$ cat src/hdl/bounded_double_ended_queue_defines.svh
// Assertion helpers shared by the queue's modules.
`ifndef BOUNDED_DOUBLE_ENDED_QUEUE_DEFINES_SVH
`define BOUNDED_DOUBLE_ENDED_QUEUE_DEFINES_SVH

// Implication property checked out of reset.
`define BDQ_ASSERT(lbl, clk, rst_n, prop, msg) \
  lbl: assert property (@(posedge clk) disable iff (!rst_n) prop) else $error(msg);

// Condition that must never be seen out of reset.
`define BDQ_NEVER(lbl, clk, rst_n, cond, msg) \
  lbl: assert property (@(posedge clk) disable iff (!rst_n) !(cond)) else $error(msg);

`endif

$ cat src/hdl/bdq_pkg.sv
package bdq_pkg;

  // Store geometry
  localparam int DEPTH  = 16;
  localparam int IDX_W  = $clog2(DEPTH);
  localparam int CNT_W  = $clog2(DEPTH + 1);
  localparam int DATA_W = 32;
  localparam int CAP_W  = 5;
  localparam int CMD_W  = 3;

  // Reported for both ends when nothing is held, and the capacity out of reset
  localparam logic signed [DATA_W-1:0] EMPTY_WORD = -1;
  localparam logic [CAP_W-1:0]         CAP_RESET  = CAP_W'(DEPTH);

  // Command codes; unused codes behave as peek
  localparam logic [CMD_W-1:0] CMD_PEEK       = 3'd0;
  localparam logic [CMD_W-1:0] CMD_PUSH_FRONT = 3'd1;
  localparam logic [CMD_W-1:0] CMD_PUSH_REAR  = 3'd2;
  localparam logic [CMD_W-1:0] CMD_POP_FRONT  = 3'd3;
  localparam logic [CMD_W-1:0] CMD_POP_REAR   = 3'd4;

  typedef struct packed {
    logic [CMD_W-1:0]         cmd;
    logic signed [DATA_W-1:0] push_value;
  } in_t;

  typedef struct packed {
    logic signed [DATA_W-1:0] front_value;
    logic signed [DATA_W-1:0] rear_value;
    logic [CNT_W-1:0]         occupancy;
    logic                     empty_flag;
    logic                     full_flag;
    logic                     rejected;
  } out_t;

  // Controller to datapath commands
  typedef struct packed {
    logic accept;   // input transfer this cycle: update pointers, write store
    logic read_en;  // read front and rear entries
    logic load;     // load result register
  } ctl_t;

endpackage

$ cat src/hdl/bounded_double_ended_queue.sv
// Bounded deque of 32-bit words over a 16-entry ring store.
// Each input transfer is followed by a store read and then a result load, which waits while the output stalls.
// A new item is taken only once the result of the previous one has been loaded.
// A pending result may wait in the output register while the next item is taken.
// Reset (synchronous, rst_n low): queue empty, front at 0, capacity 16.
module bounded_double_ended_queue import bdq_pkg::*; (
  input  logic             clk,
  input  logic             rst_n,
  input  logic             in_valid,
  output logic             in_ready,
  input  in_t              in_data,
  output logic             out_valid,
  input  logic             out_ready,
  output out_t             out_data,
  input  logic             cfg_valid,
  output logic             cfg_ready,
  input  logic [CAP_W-1:0] cfg_data
);

  ctl_t ctl;

  // Capacity writes are always taken
  assign cfg_ready = 1'b1;

  bdq_ctrl u_ctrl (
    .clk       (clk),
    .rst_n     (rst_n),
    .in_valid  (in_valid),
    .in_ready  (in_ready),
    .out_valid (out_valid),
    .out_ready (out_ready),
    .ctl       (ctl)
  );

  bdq_datapath u_datapath (
    .clk       (clk),
    .rst_n     (rst_n),
    .ctl       (ctl),
    .in_data   (in_data),
    .cfg_valid (cfg_valid),
    .cfg_data  (cfg_data),
    .out_data  (out_data)
  );

endmodule

$ cat src/hdl/bdq_ram.sv
module bdq_ram #(
  parameter int WIDTH = 32,
  parameter int DEPTH = 16
) (
  input  logic                     clk,
  input  logic                     wr_en,
  input  logic [$clog2(DEPTH)-1:0] wr_addr,
  input  logic [WIDTH-1:0]         wr_data,
  input  logic                     rd_en,
  input  logic [$clog2(DEPTH)-1:0] rd_addr_a,
  input  logic [$clog2(DEPTH)-1:0] rd_addr_b,
  output logic [WIDTH-1:0]         rd_data_a,
  output logic [WIDTH-1:0]         rd_data_b
);

  logic [WIDTH-1:0] mem [DEPTH];

  // One write port, two registered read ports
  always_ff @(posedge clk) begin
    if (wr_en) begin
      mem[wr_addr] <= wr_data;
    end
    if (rd_en) begin
      rd_data_a <= mem[rd_addr_a];
      rd_data_b <= mem[rd_addr_b];
    end
  end

endmodule

$ cat src/hdl/bdq_ctrl.sv
`include "bounded_double_ended_queue_defines.svh"

module bdq_ctrl import bdq_pkg::*; (
  input  logic clk,
  input  logic rst_n,
  input  logic in_valid,
  output logic in_ready,
  output logic out_valid,
  input  logic out_ready,
  output ctl_t ctl
);

  localparam logic [1:0] ST_IDLE = 2'd0;
  localparam logic [1:0] ST_READ = 2'd1;
  localparam logic [1:0] ST_LOAD = 2'd2;

  logic [1:0] state_r, state_nxt;
  logic       out_valid_r, out_valid_nxt;
  logic       accept;
  logic       load;

  assign in_ready = (state_r == ST_IDLE);
  assign accept   = in_valid && in_ready;
  // Result register is free when empty or being drained this cycle
  assign load     = (state_r == ST_LOAD) && (!out_valid_r || out_ready);

  assign ctl.accept  = accept;
  assign ctl.read_en = (state_r == ST_READ);
  assign ctl.load    = load;
  assign out_valid   = out_valid_r;

  // Sequencer
  always_comb begin
    state_nxt = state_r;
    case (state_r)
      ST_IDLE: begin
        if (accept) state_nxt = ST_READ;
      end
      ST_READ: begin
        state_nxt = ST_LOAD;
      end
      ST_LOAD: begin
        if (load) state_nxt = ST_IDLE;
      end
      default: begin
        state_nxt = ST_IDLE;
      end
    endcase
  end

  // Result valid flag
  assign out_valid_nxt = load || (out_valid_r && !out_ready);

  always_ff @(posedge clk) begin
    if (!rst_n) begin
      state_r     <= ST_IDLE;
      out_valid_r <= 1'b0;
    end else begin
      state_r     <= state_nxt;
      out_valid_r <= out_valid_nxt;
    end
  end

  `BDQ_ASSERT(a_read_then_load, clk, rst_n, (state_r == ST_READ) |=> (state_r == ST_LOAD), "read not followed by load")
  `BDQ_ASSERT(a_hold_on_stall, clk, rst_n, (state_r == ST_LOAD && out_valid_r && !out_ready) |=> (state_r == ST_LOAD), "result overwritten while stalled")

endmodule

$ cat src/hdl/bdq_datapath.sv
`include "bounded_double_ended_queue_defines.svh"

module bdq_datapath import bdq_pkg::*; (
  input  logic             clk,
  input  logic             rst_n,
  input  ctl_t             ctl,
  input  in_t              in_data,
  input  logic             cfg_valid,
  input  logic [CAP_W-1:0] cfg_data,
  output out_t             out_data
);

  logic [IDX_W-1:0]  front_r, front_nxt;
  logic [CNT_W-1:0]  count_r, count_nxt;
  logic [CAP_W-1:0]  cap_r;
  logic              rej_r, rej_nxt;
  out_t              out_r;
  logic [CAP_W-1:0]  eff_cap;
  logic              full, empty;
  logic              wr_en;
  logic [IDX_W-1:0]  wr_addr;
  logic [IDX_W-1:0]  front_dec;
  logic [IDX_W-1:0]  rear_addr;
  logic [DATA_W-1:0] rd_front, rd_rear;

  // Ring position base + off, wrapped once
  function automatic logic [IDX_W-1:0] ring_pos(input logic [IDX_W-1:0] base,
                                                input logic [CNT_W-1:0] off);
    logic [CNT_W:0] sum;
    sum = {{(CNT_W+1-IDX_W){1'b0}}, base} + {1'b0, off};
    if (sum >= (CNT_W+1)'(DEPTH)) sum = sum - (CNT_W+1)'(DEPTH);
    return sum[IDX_W-1:0];
  endfunction

  // Capacity saturates at the store depth
  assign eff_cap   = (cap_r > CAP_W'(DEPTH)) ? CAP_W'(DEPTH) : cap_r;
  assign full      = CAP_W'(count_r) >= eff_cap;
  assign empty     = (count_r == '0);
  assign front_dec = (front_r == '0) ? IDX_W'(DEPTH - 1) : front_r - 1'b1;
  assign rear_addr = ring_pos(front_r, count_r - 1'b1);

  // Command decode and pointer update
  always_comb begin
    front_nxt = front_r;
    count_nxt = count_r;
    rej_nxt   = 1'b0;
    wr_en     = 1'b0;
    wr_addr   = front_dec;
    case (in_data.cmd)
      CMD_PUSH_FRONT: begin
        if (full) begin
          rej_nxt = 1'b1;
        end else begin
          front_nxt = front_dec;
          count_nxt = count_r + 1'b1;
          wr_en     = ctl.accept;
          wr_addr   = front_dec;
        end
      end
      CMD_PUSH_REAR: begin
        if (full) begin
          rej_nxt = 1'b1;
        end else begin
          count_nxt = count_r + 1'b1;
          wr_en     = ctl.accept;
          wr_addr   = ring_pos(front_r, count_r);
        end
      end
      CMD_POP_FRONT: begin
        if (empty) begin
          rej_nxt = 1'b1;
        end else begin
          front_nxt = ring_pos(front_r, CNT_W'(1));
          count_nxt = count_r - 1'b1;
        end
      end
      CMD_POP_REAR: begin
        if (empty) begin
          rej_nxt = 1'b1;
        end else begin
          count_nxt = count_r - 1'b1;
        end
      end
      default: begin
        // peek and unused codes leave the queue alone
      end
    endcase
  end

  always_ff @(posedge clk) begin
    if (!rst_n) begin
      front_r <= '0;
      count_r <= '0;
      cap_r   <= CAP_RESET;
    end else begin
      if (ctl.accept) begin
        front_r <= front_nxt;
        count_r <= count_nxt;
      end
      if (cfg_valid) begin
        cap_r <= cfg_data;
      end
    end
  end

  // Result payload
  always_ff @(posedge clk) begin
    if (ctl.accept) begin
      rej_r <= rej_nxt;
    end
    if (ctl.load) begin
      out_r.front_value <= empty ? EMPTY_WORD : $signed(rd_front);
      out_r.rear_value  <= empty ? EMPTY_WORD : $signed(rd_rear);
      out_r.occupancy   <= count_r;
      out_r.empty_flag  <= empty;
      out_r.full_flag   <= full;
      out_r.rejected    <= rej_r;
    end
  end

  assign out_data = out_r;

  bdq_ram #(
    .WIDTH (DATA_W),
    .DEPTH (DEPTH)
  ) u_ram (
    .clk       (clk),
    .wr_en     (wr_en),
    .wr_addr   (wr_addr),
    .wr_data   (in_data.push_value),
    .rd_en     (ctl.read_en),
    .rd_addr_a (front_r),
    .rd_addr_b (rear_addr),
    .rd_data_a (rd_front),
    .rd_data_b (rd_rear)
  );

  `BDQ_NEVER(a_count_bound, clk, rst_n, count_r > CNT_W'(DEPTH), "occupancy beyond store depth")
  `BDQ_ASSERT(a_reject_holds, clk, rst_n, (ctl.accept && rej_nxt) |=> ($stable(count_r) && $stable(front_r)), "rejected command changed the queue")

endmodule
$ cat config.mk
export PLATFORM = sky130hd
export DESIGN_NAME = bounded_double_ended_queue
export DESIGN_NICKNAME = d
export VERILOG_FILES = /design/src/hdl/bdq_pkg.sv /design/src/hdl/bounded_double_ended_queue.sv /design/src/hdl/bdq_ram.sv /design/src/hdl/bdq_ctrl.sv /design/src/hdl/bdq_datapath.sv
export VERILOG_INCLUDE_DIRS = /design/src /design/src/hdl
export SDC_FILE = /design/constraint.sdc
export NUM_CORES = 1
export LEC_CHECK = 0
export BUFFER_PORTS_ARGS = -buffer_cell sky130_fd_sc_hd__buf_2
export CORE_MARGIN = 2
export CORE_UTILIZATION = 65
export CTS_CLUSTER_DIAMETER = 120
export DETAILED_ROUTE_END_ITERATION = 10
export GPL_ROUTABILITY_DRIVEN = 0
export GPL_TIMING_DRIVEN = 0
export MAX_ROUTING_LAYER = met4
export PLACE_DENSITY = 0.88
export SLEW_MARGIN = 20
export SYNTH_ARGS = -nofsm -noshare
export SYNTH_HDL_FRONTEND = slang
export SYNTH_SLANG_ARGS = --single-unit
$ cat constraint.sdc
create_clock -name clk -period 14.55 [get_ports clk]
set_clock_uncertainty 0.15 [all_clocks]
set_input_delay 1.455 -clock clk [delete_from_list [all_inputs] [get_ports clk]]
set_output_delay 1.455 -clock clk [all_outputs]
set_load 0.1 [all_outputs]
==> metrics.md <==
| Metric | Value |
|---|---|
| Post-CTS Resized | `0` |
| Critical path class | `flop to flop` |
| Clk_lat worst skew | `0.65 ns` |
| Grt total ovfl | `0` |
| Final worst-path cycle share | `0.347` |
| RSZ-0062 raised after global routing | `false` |
| Clk pin slew, worst setup/hold paths | `0.07 ns` |
| Number of antenna-violating nets in the routed design | `0` |
| Clock period minus final worst setup slack | `5.06 ns` |
| Longest Clk Path Bufs | `3` |
| 1st-pass router iterations | `6` |
| Leak | `about 11 nW` |
| Pwr Total | `around 4.4 mW` |
| Starting density of the core | `0.656` |
| Final slew viol count | `0` |
| WL per Instance | `about 34 um` |
| Initial antenna violation count | `3` |
| Die ar. | `~0.047 sq mm` |
| Final setup TNS | `0 ns` |
| Power Density | `between 100 and 150 mW/mm^2` |
| Mapped Area | `just under 0.03 sq mm` |
| WHS | `about 0.29 ns` |
| Most frequent cells in the layout | `649 x edfxtp_1, 256 x mux4_2, 155 x buf_2` |
| Crit path arrival time | `between 5 and 6 ns` |
| Row Count | `between 70 and 80` |
| P&R area growth vs syn | `13.8%` |
| Class of the worst hold path | `flop to flop` |
| Synth Net Count | `1694` |
| Layout cells sized above 1 | `0.347` |
| Fillers | `2381` |
| Prevailing post-synth register cell | `edfxtp_1` |
| I/O pin cnt | `between 100 and 150` |
| Die W | `~220 um` |
| Post-synthesis sequential area ratio | `0.667` |
| First-pass GRT wire length | `roughly 130000 um` |
| Die height | `218 um` |
| Post-synth ARST share | `0` |
| Worst vdd ir | `~0.000095 V` |
| Port-buffer cells | `116` |
| Cell count of the worst reg-to-reg path | `11` |
| Hold Path Stages | `0` |
| Nets | `1948` |
| Slew HR | `0.225` |
| Synth warn | `0` |
| GRT Util Overall | `0.386` |
| Max stage delay on crit path | `slightly below 0.9 ns` |
| Post-Route WL | `just under 90000 um` |
| Most common cell after layout, fill and taps aside | `edfxtp_1` |
| Req. time, crit path | `~15 ns` |
| Vias per std cell | `roughly 7.6` |
| Drt drc | `0` |
| Hold_buf cts | `0` |
| Vias | `around 19000` |
| Final setup violation count | `0` |
| Worst-Margin Slew | `between 1 and 1.5 ns` |
| Cells after Synth | `around 1600` |
| Core box area | `0.0453 sq mm` |
| Synth Area per Inst | `approximately 18 sq um` |
| Vias in the first global route | `19683` |
| Max FO, Critical Path | `11` |
| Setup bufs post-CTS | `0` |
| Fmax achieved | `between 0.15 and 0.2 GHz` |
| Number of synthesized register bits | `around 670` |
| Largest net degree at the start of global routing | `29` |
| Dpl hpwl | `55800 um` |
| Crit path cell chain | `clkbuf_1, inv_2, clkbuf_1, ha_1, nor2_1, mux2i_1, o31ai_1, mux2i_1, nor3_2, buf_4, buf_4` |
| Crit path capture type | `flop` |
| Clock tree from TritonCTS | `done` |
| Slowest CP cell | `nor3_2` |
| Max-cap violations | `0` |
| Post-synth EDFFs | `between 600 and 700` |
| TritonCTS Sinks | `666` |
| CP startpoint kind | `flop` |
| Initial DRC Count | `between 3000 and 4000` |
| Root Buffer | `clkbuf_16` |
| Status | `finished clean` |
| Final Hold Vio Count | `0` |
| Yosys cell types | `58` |
| Reg2reg setup slack | `between 9 and 10 ns` |
| Num CTS Buffers | `60` |
| H-tree depth | `2` |
cell usage after synthesis, types with 2 or more instances:
master | n | area share
edfxtp_1 | 649 | 0.66
mux4_2 | 256 | 0.19
nand2_1 | 144 | 0.018
clkbuf_1 | 70 | 0.0088
a211oi_1 | 66 | 0.017
a31oi_1 | 66 | 0.014
or2_2 | 64 | 0.013
buf_2 | 39 | 0.0066
nor2b_1 | 39 | 0.0082
and2_1 | 34 | 0.0072
nor2_1 | 20 | 0.0025
nor3_1 | 20 | 0.0034
dfxtp_1 | 17 | 0.011
a21oi_1 | 16 | 0.0027
ha_1 | 16 | 0.0067
mux2i_1 | 16 | 0.0054
inv_1 | 9 | 0.0011
nand2b_1 | 9 | 0.0019
xnor2_1 | 7 | 0.0021
buf_1 | 6 | 0.00076
o21ai_0 | 6 | 0.0010
a21o_1 | 5 | 0.0013
xor2_1 | 5 | 0.0015
mux2_2 | 3 | 0.0011
nand3_1 | 3 | 0.00050
o211ai_1 | 3 | 0.00076
o31ai_1 | 3 | 0.00076
or4_1 | 3 | 0.00076
a21bo_2 | 2 | 0.00067
a311oi_1 | 2 | 0.00059
fa_1 | 2 | 0.0013
inv_2 | 2 | 0.00025
nand3b_1 | 2 | 0.00050
nand4_1 | 2 | 0.00042
or3_1 | 2 | 0.00042
worst max-delay path: cells and delay by family (launching register included):
| family | cells | cell delay (ns) |
|---|---|---|
| mux | 2 | 0.42 |
| buf+inv | 5 | 1.84 |
| compound gates | 1 | 0.28 |
| fa+ha+maj | 1 | 0.43 |
| simple gates | 2 | 1.13 |
| flops | 1 | 0.48 |
state kept, by name (all words and copies together), names as in the netlist:
name	cells
u_datapath.cap_r	5
u_datapath.u_ram.mem	512
u_datapath.u_ram.rd_data_b	32
u_datapath.front_r	4
u_datapath.out_data	72
u_ctrl.out_valid	1
u_datapath.u_ram.rd_data_a	32
u_datapath.count_r	5
u_ctrl.state_r	2
u_datapath.rej_r	1
routing by layer:
metal,share of wire,vias up,global-route usage
met3,0.15,584,0.112
met5,0,-,-
met1,0.30,9300,0.464
met4,0.079,0,0.241
met2,0.47,2297,0.584
li1,-,7219,-
final timing paths:
kind                                                         start                                     end
worst max register to register  u_datapath.front_r[1]$_SDFFE_PN0P_  u_datapath.u_ram.mem[11][17]$_DFFE_PP_
worst min register to register          u_datapath.rej_r$_DFFE_PP_        u_datapath.out_data[0]$_DFFE_PP_
worst max-delay path            u_datapath.front_r[1]$_SDFFE_PN0P_  u_datapath.u_ram.mem[11][17]$_DFFE_PP_
worst min-delay path                    u_datapath.rej_r$_DFFE_PP_        u_datapath.out_data[0]$_DFFE_PP_
logic make-up after synthesis:
group,synth area share
other cells,0.000126
simple gates,0.0596
compound gates,0.0420
buf+inv,0.0182
fa+ha+maj,0.00808
mux,0.201
xor+xnor,0.00408
flops,0.667
final cells by class:
type                            count  area [sq um]  area share
Buffer                            117           499      0.0148
Inverter                           11          41.3     0.00122
Clock inverter                     38           437      0.0129
Timing Repair Buffer              192          1220      0.0361
Multi-Input combinational cell    837          9460       0.280
Tap cell                          600           751      0.0222
Antenna cell                        4          10.0    0.000296
Sequential cell                   666         19800       0.586
Clock buffer                       72          1590      0.0470
stage by stage:
stage          worst slack, ns   util  std cells  area, sq um
2_1_floorplan             9.02      -       1631        29700
5_1_grt                   9.48  0.747       2536        33800
3_5_place_dp              9.94  0.702       2423        31800
3_3_place_gp              6.26  0.686       2347        31100
6_report                  9.49  0.747       2537        33800
4_1_cts                   9.72  0.747       2533        33800
report_power, final:
| part | internal [mW] | switching [mW] | total, mW |
|---|---|---|---|
| sequential | 2.15 | 0.0109 | 2.16 |
| clock | 0.950 | 0.711 | 1.66 |
| combinational | 0.209 | 0.415 | 0.625 |
| total | 3.31 | 1.14 | 4.45 |
No activity file was read; power rests on OpenSTA's default activity.
